`config.mk`:
```
export PLATFORM = sky130hd
export DESIGN_NAME = serial_command_frame_receiver
export DESIGN_NICKNAME = d
export VERILOG_FILES = /design/src/sv/scfr_pkg.sv /design/src/sv/scfr_parser.sv /design/src/sv/serial_command_frame_receiver.sv
export SDC_FILE = /design/constraint.sdc
export NUM_CORES = 1
export LEC_CHECK = 0
export BUFFER_PORTS_ARGS = -buffer_cell sky130_fd_sc_hd__buf_4
export CORE_MARGIN = 1.5
export CORE_UTILIZATION = 50
export CTS_BUF_LIST = sky130_fd_sc_hd__clkbuf_8
export DETAILED_ROUTE_END_ITERATION = 10
export HOLD_SLACK_MARGIN = 0.03
export PLACE_DENSITY = 0.79
export SLEW_MARGIN = 20
export SYNTH_ARGS = -nofsm -noshare
export SYNTH_HDL_FRONTEND = slang
export SYNTH_HIERARCHICAL = 1
export SYNTH_SLANG_ARGS = --single-unit
```
`constraint.sdc`:
```
create_clock -name clk -period 3.8 [get_ports clk]
set_clock_uncertainty 0.15 [all_clocks]
set_input_delay 0.76 -clock clk [delete_from_list [all_inputs] [get_ports clk]]
set_output_delay 0.76 -clock clk [all_outputs]
set_load 0.01 [all_outputs]
```
`src/sv/scfr_pkg.sv`:
```
package scfr_pkg;

	localparam int MAX_PAYLOAD_DEF = 128;

	localparam logic [7:0] CH_DOLLAR = 8'h24;
	localparam logic [7:0] CH_M = 8'h4D;
	localparam logic [7:0] CH_LT = 8'h3C;
	localparam logic [7:0] CH_HASH = 8'h23;
	localparam logic [7:0] REBOOT_RESET = 8'h52;

	typedef enum logic [2:0] {
		PH_HUNT,
		PH_DOLLAR,
		PH_M,
		PH_ARROW,
		PH_CMD,
		PH_PAYLOAD
	} phase_t;

	typedef enum logic [1:0] {
		EV_PAYLOAD,
		EV_GOOD,
		EV_BAD,
		EV_REBOOT
	} event_t;

	typedef struct packed {
		event_t kind;
		logic [7:0] command;
		logic [7:0] value;
		logic [6:0] index;
		logic [7:0] length;
	} result_t;

endpackage

```
`src/sv/scfr_parser.sv`:
```
module scfr_parser #(
	parameter int MAX_PAYLOAD = scfr_pkg::MAX_PAYLOAD_DEF
) (
	input  logic clk,
	input  logic arst_n,
	input  logic step,
	input  logic [7:0] rx_byte,
	input  logic is_armed,
	input  logic [7:0] reboot_byte,
	output logic res_valid,
	output scfr_pkg::result_t res
);
	import scfr_pkg::*;

	localparam logic [7:0] MaxLen = 8'(MAX_PAYLOAD);

	phase_t phase_q, phase_d;
	logic [7:0] xor_q, xor_d;
	logic [7:0] len_q, len_d;
	logic [7:0] taken_q, taken_d;
	logic [7:0] cmd_q, cmd_d;

	always_comb begin
		phase_d = phase_q;
		xor_d = xor_q;
		len_d = len_q;
		taken_d = taken_q;
		cmd_d = cmd_q;
		case (phase_q)
			PH_DOLLAR: phase_d = (rx_byte == CH_M) ? PH_M : PH_HUNT;
			PH_M: phase_d = (rx_byte == CH_LT) ? PH_ARROW : PH_HUNT;
			PH_ARROW: begin
				if (rx_byte > MaxLen) begin
					phase_d = PH_HUNT;
				end else begin
					len_d = rx_byte;
					taken_d = '0;
					xor_d = rx_byte;
					phase_d = PH_CMD;
				end
			end
			PH_CMD: begin
				cmd_d = rx_byte;
				xor_d = xor_q ^ rx_byte;
				phase_d = PH_PAYLOAD;
			end
			PH_PAYLOAD: begin
				if (taken_q < len_q) begin
					xor_d = xor_q ^ rx_byte;
					taken_d = taken_q + 8'd1;
				end else begin
					phase_d = PH_HUNT;
				end
			end
			default: phase_d = (rx_byte == CH_DOLLAR) ? PH_DOLLAR : PH_HUNT;
		endcase
	end

	always_comb begin
		res_valid = 1'b0;
		res = '{kind: EV_PAYLOAD, command: '0, value: '0, index: '0, length: '0};
		case (phase_q)
			PH_DOLLAR, PH_M, PH_ARROW, PH_CMD: res_valid = 1'b0;
			PH_PAYLOAD: begin
				res_valid = 1'b1;
				res.command = cmd_q;
				res.length = len_q;
				if (taken_q < len_q) begin
					res.kind = EV_PAYLOAD;
					res.value = rx_byte;
					res.index = taken_q[6:0];
				end else begin
					res.kind = (xor_q == rx_byte) ? EV_GOOD : EV_BAD;
				end
			end
			default: begin
				if (rx_byte != CH_DOLLAR && !is_armed && rx_byte != CH_HASH
						&& rx_byte == reboot_byte) begin
					res_valid = 1'b1;
					res.kind = EV_REBOOT;
				end
			end
		endcase
	end

	always_ff @(posedge clk or negedge arst_n) begin
		if (!arst_n) begin
			phase_q <= PH_HUNT;
			xor_q <= '0;
			len_q <= '0;
			taken_q <= '0;
			cmd_q <= '0;
		end else if (step) begin
			phase_q <= phase_d;
			xor_q <= xor_d;
			len_q <= len_d;
			taken_q <= taken_d;
			cmd_q <= cmd_d;
		end
	end

endmodule

```
`src/sv/serial_command_frame_receiver.sv`:
```
// channel | handshake               | payload
// --------+-------------------------+----------------------------------------------
// in      | in_valid / in_stall     | rx_byte, is_armed
// out     | out_valid / out_stall   | event_kind, frame_command, payload_byte,
//         |                         | payload_index, frame_length
// cfg     | cfg_valid / cfg_ready   | reboot_byte
// One item per cycle unless stalled: input register, one parser update, output register.
// A result goes from the input register through the parser into the output register.
// Reset clears parser state and valid flags; reboot byte resets to 'R'.
// An item waits in the input register only while the output register is full and stalled.
module serial_command_frame_receiver #(
	parameter int MAX_PAYLOAD = scfr_pkg::MAX_PAYLOAD_DEF
) (
	input  logic clk,
	input  logic arst_n,
	input  logic in_valid,
	output logic in_stall,
	input  logic [7:0] rx_byte,
	input  logic is_armed,
	input  logic cfg_valid,
	output logic cfg_ready,
	input  logic [7:0] reboot_byte,
	output logic out_valid,
	input  logic out_stall,
	output logic [1:0] event_kind,
	output logic [7:0] frame_command,
	output logic [7:0] payload_byte,
	output logic [6:0] payload_index,
	output logic [7:0] frame_length
);
	import scfr_pkg::*;

	logic valid_s1;
	logic [7:0] byte_s1;
	logic armed_s1;
	logic [7:0] reboot_q;
	logic go;
	logic res_valid;
	result_t res;
	logic valid_s2;
	result_t res_s2;

	assign go = valid_s1 && (!valid_s2 || !out_stall);
	assign in_stall = valid_s1 && !go;
	assign cfg_ready = 1'b1;

	always_ff @(posedge clk or negedge arst_n) begin
		if (!arst_n) begin
			reboot_q <= REBOOT_RESET;
		end else if (cfg_valid) begin
			reboot_q <= reboot_byte;
		end
	end

	always_ff @(posedge clk or negedge arst_n) begin
		if (!arst_n) begin
			valid_s1 <= 1'b0;
		end else if (in_valid && !in_stall) begin
			valid_s1 <= 1'b1;
		end else if (go) begin
			valid_s1 <= 1'b0;
		end
	end

	always_ff @(posedge clk) begin
		if (in_valid && !in_stall) begin
			byte_s1 <= rx_byte;
			armed_s1 <= is_armed;
		end
	end

	scfr_parser #(
		.MAX_PAYLOAD(MAX_PAYLOAD)
	) u_parser (
		.clk(clk),
		.arst_n(arst_n),
		.step(go),
		.rx_byte(byte_s1),
		.is_armed(armed_s1),
		.reboot_byte(reboot_q),
		.res_valid(res_valid),
		.res(res)
	);

	always_ff @(posedge clk or negedge arst_n) begin
		if (!arst_n) begin
			valid_s2 <= 1'b0;
		end else if (go && res_valid) begin
			valid_s2 <= 1'b1;
		end else if (!out_stall) begin
			valid_s2 <= 1'b0;
		end
	end

	always_ff @(posedge clk) begin
		if (go && res_valid) begin
			res_s2 <= res;
		end
	end

	assign out_valid = valid_s2;
	assign event_kind = res_s2.kind;
	assign frame_command = res_s2.command;
	assign payload_byte = res_s2.value;
	assign payload_index = res_s2.index;
	assign frame_length = res_s2.length;

endmodule

```
==> summary.md, run 1 <==
| Metric | Value |
|---|---|
| Die height | `93.6 µm` |
| WL/cell | `16.6 µm` |
| Final cycle utilization of the critical path | `72.1%` |
| Setup TNS | `0 ns` |
| Reg2reg setup slack | `1.06 ns` |
| Worst Path Required | `3.90 ns` |
| Tmin final | `2.74 ns` |
| GRT Util Overall | `20.2%` |
| Worst-case reg-to-reg path depth | `7` |
| Die Footprint | `8760 µm²` |
| Worst Path Class, Setup | `reg2reg` |
| Nets | `428` |
| Final instance area | `4770 µm²` |
| Worst Setup End Kind | `flip-flop` |
| Cts hold-fix bufs | `0` |
| Antenna-violating nets left | `0` |
| FILL cells | `651` |
| CTS Buf Count | `9` |
| First-pass GRT wire length | `13.4 mm` |
| Worst Tran Pin Value | `0.653 ns` |
| GR Overflow Total | `0` |
| Crit path launch type | `flip-flop` |
| IR drop worst, VDD | `262 µV` |
| Routability cong. | `0.849` |
| I/O pins | `58` |
| Endpoints failing hold | `0` |
| Avg Inst Size Synth | `11.8 µm²` |
| Warnings, synthesis | `6` |
| Synth-to-Final Area Change | `16.2%` |
| First drt pass iteration count | `5` |
| Core footprint | `7850 µm²` |
| Sw Share | `25.6%` |
| Status | `completed` |
| Fin cells | `505` |
| Rel. slew slack | `56.5%` |
| Clock Power Share | `33.5%` |
| Syn_nets | `379` |
| Hold WC Path Type | `in2async` |
| Longest Clk Path Bufs | `2` |
| PD cells | `373 nW/µm²` |
| Cell area after synthesis | `4100 µm²` |
| Most frequent cells in the layout | `62 x buf_4, 42 x nand2_1, 42 x edfxtp_1, 42 x dfrtp_1` |
| Via density | `5.71` |
| Async SR Flop Fraction | `51.7%` |
| Fmax | `0.365 GHz` |
| Worst r2r src | `u_parser/taken_q[2]$_DFFE_PN0P_` |
| Worst reg2reg endpoint | `u_parser/phase_q[1]$_DFFE_PN0P_` |
| Post-synth cell types | `52` |
| Max-cap violations | `0` |
| Layout cell share with drive strength beyond 1 | `27.5%` |
| # clock sinks | `87` |
| Starting DRT DRC Count | `174` |
| Multi-input logic area | `1550 µm²` |
| Sequential element share of the synthesized area | `58.3%` |
| Final hold slack | `0.236 ns` |
| Worst-path fanout max | `12` |
| Post-synth EDFFs | `42` |
| Static leakage | `2.23 nW` |
| Most common cell after layout, fill and taps aside | `buf_4` |
| Synthesized flop and latch total | `87` |
| Largest net degree at the start of global routing | `46` |
| Initial antenna violation count | `0` |
| Comb power frac | `7.7%` |
| Crit path DAT | `2.83 ns` |
| Max Transition Viols Final | `0` |
| Sequential share of power | `58.8%` |
| Dpl cells | `489` |
| Final wirelength | `8.36 mm` |
| Initial core utilization | `52.3%` |
| Sw Pwr | `456 µW` |
| Setup repair bufs after CTS | `0` |
| Register Area | `2390 µm²` |
| Vias in the first global route | `2762` |
| CTS tree | `built` |
| CTS clk-pin slew, worst paths | `0.09 ns` |
| Internal power | `1.32 mW` |
| Via count | `2885` |
| DR DRC count | `0` |
| Row count | `32` |
| DIE WIDTH | `93.6 µm` |
| Setup violations, final | `0` |
| Synth Flop Type | `edfxtp_1` |
| Antenna Cells | `0` |
| RSZ-0062 raised after global routing | `no` |
| Post-DP HPWL | `5.78 mm` |
| Clock Latency Late Sink | `0.36 ns` |
| Cts repair resizes | `0` |
| DP Area | `4590 µm²` |
| H-tree depth | `3` |
| Root Buffer | `clkbuf_8` |
| Mapped Cells | `349` |
| PortBufs | `56` |
==> how the worst max path moves through the flow <==
stage               depth (start not counted)                         endpoint                             from
CTS                                         7  u_parser/phase_q[1]$_DFFE_PN0P_  u_parser/taken_q[2]$_DFFE_PN0P_
global placement                            7    u_parser/xor_q[2]$_DFFE_PN0P_                        out_stall
floorplan                                   8          event_kind[0]$_DFFE_PP_             byte_s1[7]$_DFFE_PP_
detailed placement                          7  u_parser/phase_q[1]$_DFFE_PN0P_  u_parser/taken_q[2]$_DFFE_PN0P_
global route                                7  u_parser/phase_q[1]$_DFFE_PN0P_  u_parser/taken_q[2]$_DFFE_PN0P_
finish                                      7  u_parser/phase_q[1]$_DFFE_PN0P_  u_parser/taken_q[2]$_DFFE_PN0P_
==> per-layer routing <==
metal  GRT usage (%)  vias to the layer above  part of all wire (%)
met3            3.50                        9                   5.7
met4            8.33                        0                   1.4
met5               0                        -                     0
met2            32.7                      115                    48
li1                -                     1366                     -
met1            27.0                     1395                    45
==> synth_stat cells, types with 4 or more instances <==
master	count	area, µm²
xnor2_1	15	131
o221a_2	8	90.1
nor2_1	20	75.1
and3_1	20	125
nand3_1	10	50.1
clkbuf_1	18	67.6
a211o_1	4	35.0
nand4_1	7	43.8
mux2_2	9	101
mux2_4	8	120
dfrtp_1	42	1050
o21ai_0	10	50.1
inv_1	14	52.6
edfxtp_1	42	1260
ha_1	8	100
and2_1	6	37.5
nand2_1	42	158
o211ai_1	4	30.0
a21oi_1	8	40.0
a21o_1	8	60.1
==> worst max-delay path, cell delays in order (launching register included) <==
cell and delay [ns]:
dfrtp_1 0.47, ha_1 0.32, a211o_1 0.29, a31oi_1 0.23, o311ai_1 0.14, buf_4 0.20
o21ai_0 0.42, mux2_2 0.39
==> per-stage QoR <==
| step | setup slack [ns] | power (mW) | util [%] |
|---|---|---|---|
| 2_1_floorplan | 0.252 | 1.15 | - |
| 4_1_cts | 1.12 | 1.78 | 60.8 |
| 3_5_place_dp | 1.15 | 1.20 | 58.5 |
| 6_report | 1.06 | 1.78 | 60.8 |
| 3_3_place_gp | 1.22 | 1.20 | 58.5 |
| 5_1_grt | 1.04 | 1.84 | 60.8 |
==> final cells by class <==
class                   instances  area share [%]
inverters                      14            1.10
flip-flops and latches         87            50.1
repair buffers                 62            9.76
well taps                     102            2.68
clock inverters                 7            1.21
multi-input cells             224            32.5
clock buffers                   9            2.60
==> logic make-up (layout without fill, tap and decap cells) <==
family,after synthesis,count (layout),share of synthesized area (%)
AOI/OAI and AO/OA,57,57,10.9
xor gates and xnor gates,15,15,3.20
adders and majority gates,8,8,2.44
buffers and inverters,38,92,4.02
DFF,87,87,58.3
muxes,17,17,5.40
other,1,1,0.0914
and+or+nand+nor,126,126,15.7
==> registers in the layout, indices dropped and copies added, names as in the netlist, 8 cells and up <==
register	flops
frame_command	8
reboot_q	8
u_parser/len_q	8
frame_length	8
u_parser/taken_q	8
payload_byte	8
byte_s1	8
u_parser/xor_q	8
u_parser/cmd_q	8
==> power groups by stage <==
stage	registers (mW)	logic, mW	clock network [mW]
4_1_cts	1.05	0.137	0.602
2_1_floorplan	1.04	0.103	0
3_3_place_gp	1.06	0.132	0
3_5_place_dp	1.07	0.137	0
6_report	1.05	0.137	0.595
5_1_grt	1.05	0.152	0.640
Note: power is estimated with default switching activity, not from simulation.
==> run 2: changes to the inputs <==
--- a/config.mk
+++ b/config.mk
@@ -5,6 +5,7 @@
 export SDC_FILE = /design/constraint.sdc
 export NUM_CORES = 1
 export LEC_CHECK = 0
+export ABC_AREA = 1
 export BUFFER_PORTS_ARGS = -buffer_cell sky130_fd_sc_hd__buf_4
 export CORE_MARGIN = 1.5
 export CORE_UTILIZATION = 50
==> constraint.sdc (replaced) <==
create_clock -name clk -period 2.4 [get_ports clk]
set_clock_uncertainty 0.15 [all_clocks]
set_input_delay 0.48 -clock clk [delete_from_list [all_inputs] [get_ports clk]]
set_output_delay 0.48 -clock clk [all_outputs]
set_load 0.01 [all_outputs]
==> run 2 against run 1 <==
Compared with the run above:
- sequential share of layout area shrank 1.9 points
- largest power group unchanged
- die area grew 3.3%
- cell area is 3.9% higher
- combinational power barely moved
- flip-flop and latch count unchanged
- highest routed layer unchanged
- total power grew 59%
==> summary.md, run 2 <==
| Metric | Value |
|---|---|
| Rel. slew slack | `62.0% (+5.6 points)` |
| Static leakage | `2.35 nW (+5.3%)` |
| Warnings, synthesis | `6 (unchanged)` |
| Crit path launch type | `flip-flop` |
| Util after Layout | `60.3% (-0.45 points)` |
| Final instance area | `4960 µm² (+3.9%)` |
| Worst Tran Pin Value | `0.569 ns (-0.0834 ns)` |
| Post-synth EDFFs | `42 (unchanged)` |
| PD cells | `572 nW/µm² (+53%)` |
| Syn_nets | `479 (+26%)` |
| Clock Latency Late Sink | `0.37 ns (about the same)` |
| DR DRC count | `0 (unchanged)` |
| Vias in the first global route | `3125 (+13%)` |
| Worst Path Class, Setup | `reg2reg` |
| # clock sinks | `87 (unchanged)` |
| IR drop worst, VDD | `355 µV (+35%)` |
| Pwr Total | `2.84 mW (+59%)` |
| Mapped Cells | `449 (+29%)` |
| Max-cap violations | `0 (unchanged)` |
| Max Transition Viols Final | `0 (unchanged)` |
| GR Overflow Total | `0 (unchanged)` |
| Sequential element share of the synthesized area | `56.3% (-1.9 points)` |
| Via count | `3209 (+11%)` |
| Top-count cell post-synth | `nand2_1` |
| Most common cell after layout, fill and taps aside | `nand2_1` |
| WL/cell | `13.9 µm (-16%)` |
| Worst-case reg-to-reg path depth | `10 (+3)` |
| Setup TNS | `0 ns (unchanged)` |
| Row count | `33 (+3.1%)` |
| Final hold slack | `0.137 ns (-0.0988 ns)` |
| CTS Buf Count | `9 (unchanged)` |
| First drt pass iteration count | `5 (unchanged)` |
| Reg2reg setup slack | `0.23 ns (-0.84 ns)` |
| Internal power | `2.22 mW (+68%)` |
| Nets | `536 (+25%)` |
| Setup violations, final | `0 (unchanged)` |
| Final cycle utilization of the critical path | `90.6% (+19 points)` |
| I/O pins | `58 (unchanged)` |
| First-pass GRT wire length | `14.1 mm (+5.1%)` |
| Hold WC Path Type | `in2reg` |
| Root Buffer | `clkbuf_8` |
| Starting DRT DRC Count | `211 (+21%)` |
| Worst Setup End Kind | `flip-flop` |
| Area contributors post-synth | `edfxtp_1 30%, dfrtp_1 25%, nand2_1 9.2%` |
| RSZ-0062 raised after global routing | `no` |
| Fmax | `0.460 GHz (+26%)` |
| Hold wc startpoint | `rx_byte[5]` |
| WHS Endpoint | `byte_s1[5]$_DFFE_PP_` |
| Worst Path Required | `2.32 ns (-1.58 ns)` |
| Cell taking the most area after synthesis | `edfxtp_1` |
| Sw Pwr | `619 µW (+36%)` |
| GRT Util Overall | `20.6% (+0.39 points)` |
| Worst r2r src | `u_parser/phase_q[2]$_DFFE_PN0P_` |
| Initial antenna violation count | `0 (unchanged)` |
| Synth Flop Type | `edfxtp_1` |
| Synthesized flop and latch total | `87 (unchanged)` |
| Post-DP HPWL | `6.17 mm (+6.8%)` |
| Synth-to-Final Area Change | `16.8%` |
| Setup repair bufs after CTS | `0 (unchanged)` |
| Longest Clk Path Bufs | `2 (unchanged)` |
| Comb power frac | `4.9% (-2.8 points)` |
| Routability cong. | `0.906 (+6.7%)` |
| Antenna-violating nets left | `0 (unchanged)` |
| Endpoints failing hold | `0 (unchanged)` |
| Core footprint | `8220 µm² (+4.7%)` |
| Async SR Flop Fraction | `51.7% (unchanged)` |
| Layout cell share with drive strength beyond 1 | `21.7% (-5.8 points)` |
| Die height | `95.1 µm (+1.7%)` |
| Crit path DAT | `2.09 ns (-0.74 ns)` |
| Worst setup path start | `u_parser/phase_q[2]$_DFFE_PN0P_` |
| Via density | `5.21 (-8.8%)` |
| Initial core utilization | `51.7% (-0.63 points)` |
| Cts hold-fix bufs | `1 (+1)` |
| Die Footprint | `9050 µm² (+3.3%)` |
| Most frequent cells in the layout | `104 x nand2_1, 59 x buf_4, 51 x nor2_1` |
| CTS clk-pin slew, worst paths | `0.08 ns (about the same)` |
| Status | `completed` |
| Worst reg2reg endpoint | `frame_command[2]$_DFFE_PP_` |
| PortBufs | `56 (unchanged)` |
| Hold Path Cell Cnt | `1` |
| Avg Inst Size Synth | `9.46 µm² (-20%)` |
| CTS tree | `built` |
| Cell area after synthesis | `4250 µm² (+3.4%)` |
| Sequential share of power | `56.6% (-2.2 points)` |
| DIE WIDTH | `95.1 µm (+1.7%)` |
| Worst-path fanout max | `33 (+21)` |
| Sw Share | `21.8% (-3.8 points)` |
| DP Area | `4730 µm² (+3.2%)` |
| Cts repair resizes | `0 (unchanged)` |
| Tmin final | `2.17 ns (-0.564 ns)` |
| Largest net degree at the start of global routing | `46 (unchanged)` |
| Final wirelength | `8.55 mm (+2.2%)` |
| Area fraction of the dominant cell type after synthesis | `29.7% (-1.0 points)` |
| Top post-synthesis cells by count | `104 x nand2_1, 52 x nor2_1, 45 x inv_1` |
| Antenna Cells | `0 (unchanged)` |
| H-tree depth | `3 (unchanged)` |
| Post-synth cell types | `37 (-29%)` |
| Clock Power Share | `38.5% (+5.0 points)` |
==> run 2: changes by cell type after synthesis, moves of 9 or more <==
| cell | before | now |
|---|---|---|
| and3_1 | 20 | 0 |
| clkbuf_1 | 18 | 2 |
| inv_1 | 14 | 45 |
| mux2_2 | 9 | 0 |
| nand2_1 | 42 | 104 |
| nand3_1 | 10 | 29 |
| nor2_1 | 20 | 52 |
| o21ai_0 | 10 | 28 |
==> run 2: worst max path at each step <==
| stage | endpoint | slack (ns) | depth (start not counted) |
|---|---|---|---|
| global placement | frame_command[4]$_DFFE_PP_ | 0.32 | 11 |
| detailed placement | frame_command[7]$_DFFE_PP_ | 0.24 | 10 |
| finish | frame_command[2]$_DFFE_PP_ | 0.23 | 10 |
| global route | frame_command[2]$_DFFE_PP_ | 0.09 | 10 |
| CTS | frame_length[7]$_DFFE_PP_ | 0.23 | 10 |
| floorplan | event_kind[0]$_DFFE_PP_ | 0.19 | 8 |
==> run 2: power by group through the flow <==
stage | registers, mW | clock network [mW] | logic [mW]
floorplan | 1.62 | 0 | 0.0887
finish | 1.61 | 1.09 | 0.139
global placement | 1.64 | 0 | 0.133
detailed placement | 1.64 | 0 | 0.138
CTS | 1.61 | 1.11 | 0.140
global route | 1.61 | 1.17 | 0.157
==> run 2: critical path, cell delays in order (launching register included) <==
cell	delay (ns)
dfrtp_1	0.46
nand2_4	0.22
inv_2	0.06
nor2_1	0.14
o21ai_1	0.08
nor2_1	0.12
nand3_1	0.14
nand2_1	0.09
inv_1	0.07
nor2_4	0.12
buf_12	0.21
==> run 2: cells by family (layout without fill, tap and decap cells) <==
kind of cell | after synthesis | after routing | synth area share [%]
fa+ha+maj | 8 | 8 | 2.36
simple gates | 219 | 219 | 24.5
flops | 87 | 87 | 56.3
other cells | 1 | 1 | 0.0883
xor+xnor | 14 | 14 | 2.89
buf+inv | 71 | 133 | 7.87
compound gates | 49 | 49 | 6.01
==> run 2: routing by layer <==
layer / part of all wire [%] / routed length [µm] / vias to the layer above / global-route usage (%)
met5: 0 / 0 / - / 0
met3: 6.0 / 509 / 20 / 3.91
met4: 2.3 / 197 / 0 / 10.4
li1: - / - / 1553 / -
met1: 43 / 3660 / 1502 / 26.0
met2: 49 / 4180 / 134 / 33.9
==> run 2: cell type report <==
cell class,instances,area (µm²)
clock buffers,9,124
clock inverters,7,90.1
fillers,686,3260
inverters,56,220
multi-input cells,291,1530
flip-flops and latches,87,2390
well taps,105,131
repair buffers,61,473
==> run 2: metrics by stage <==
stage               worst slack, ns  instances
floorplan                     0.186        449
global placement              0.318        599
detailed placement            0.242        599
CTS                           0.229        616
global route                 0.0920        616
finish                        0.226        616
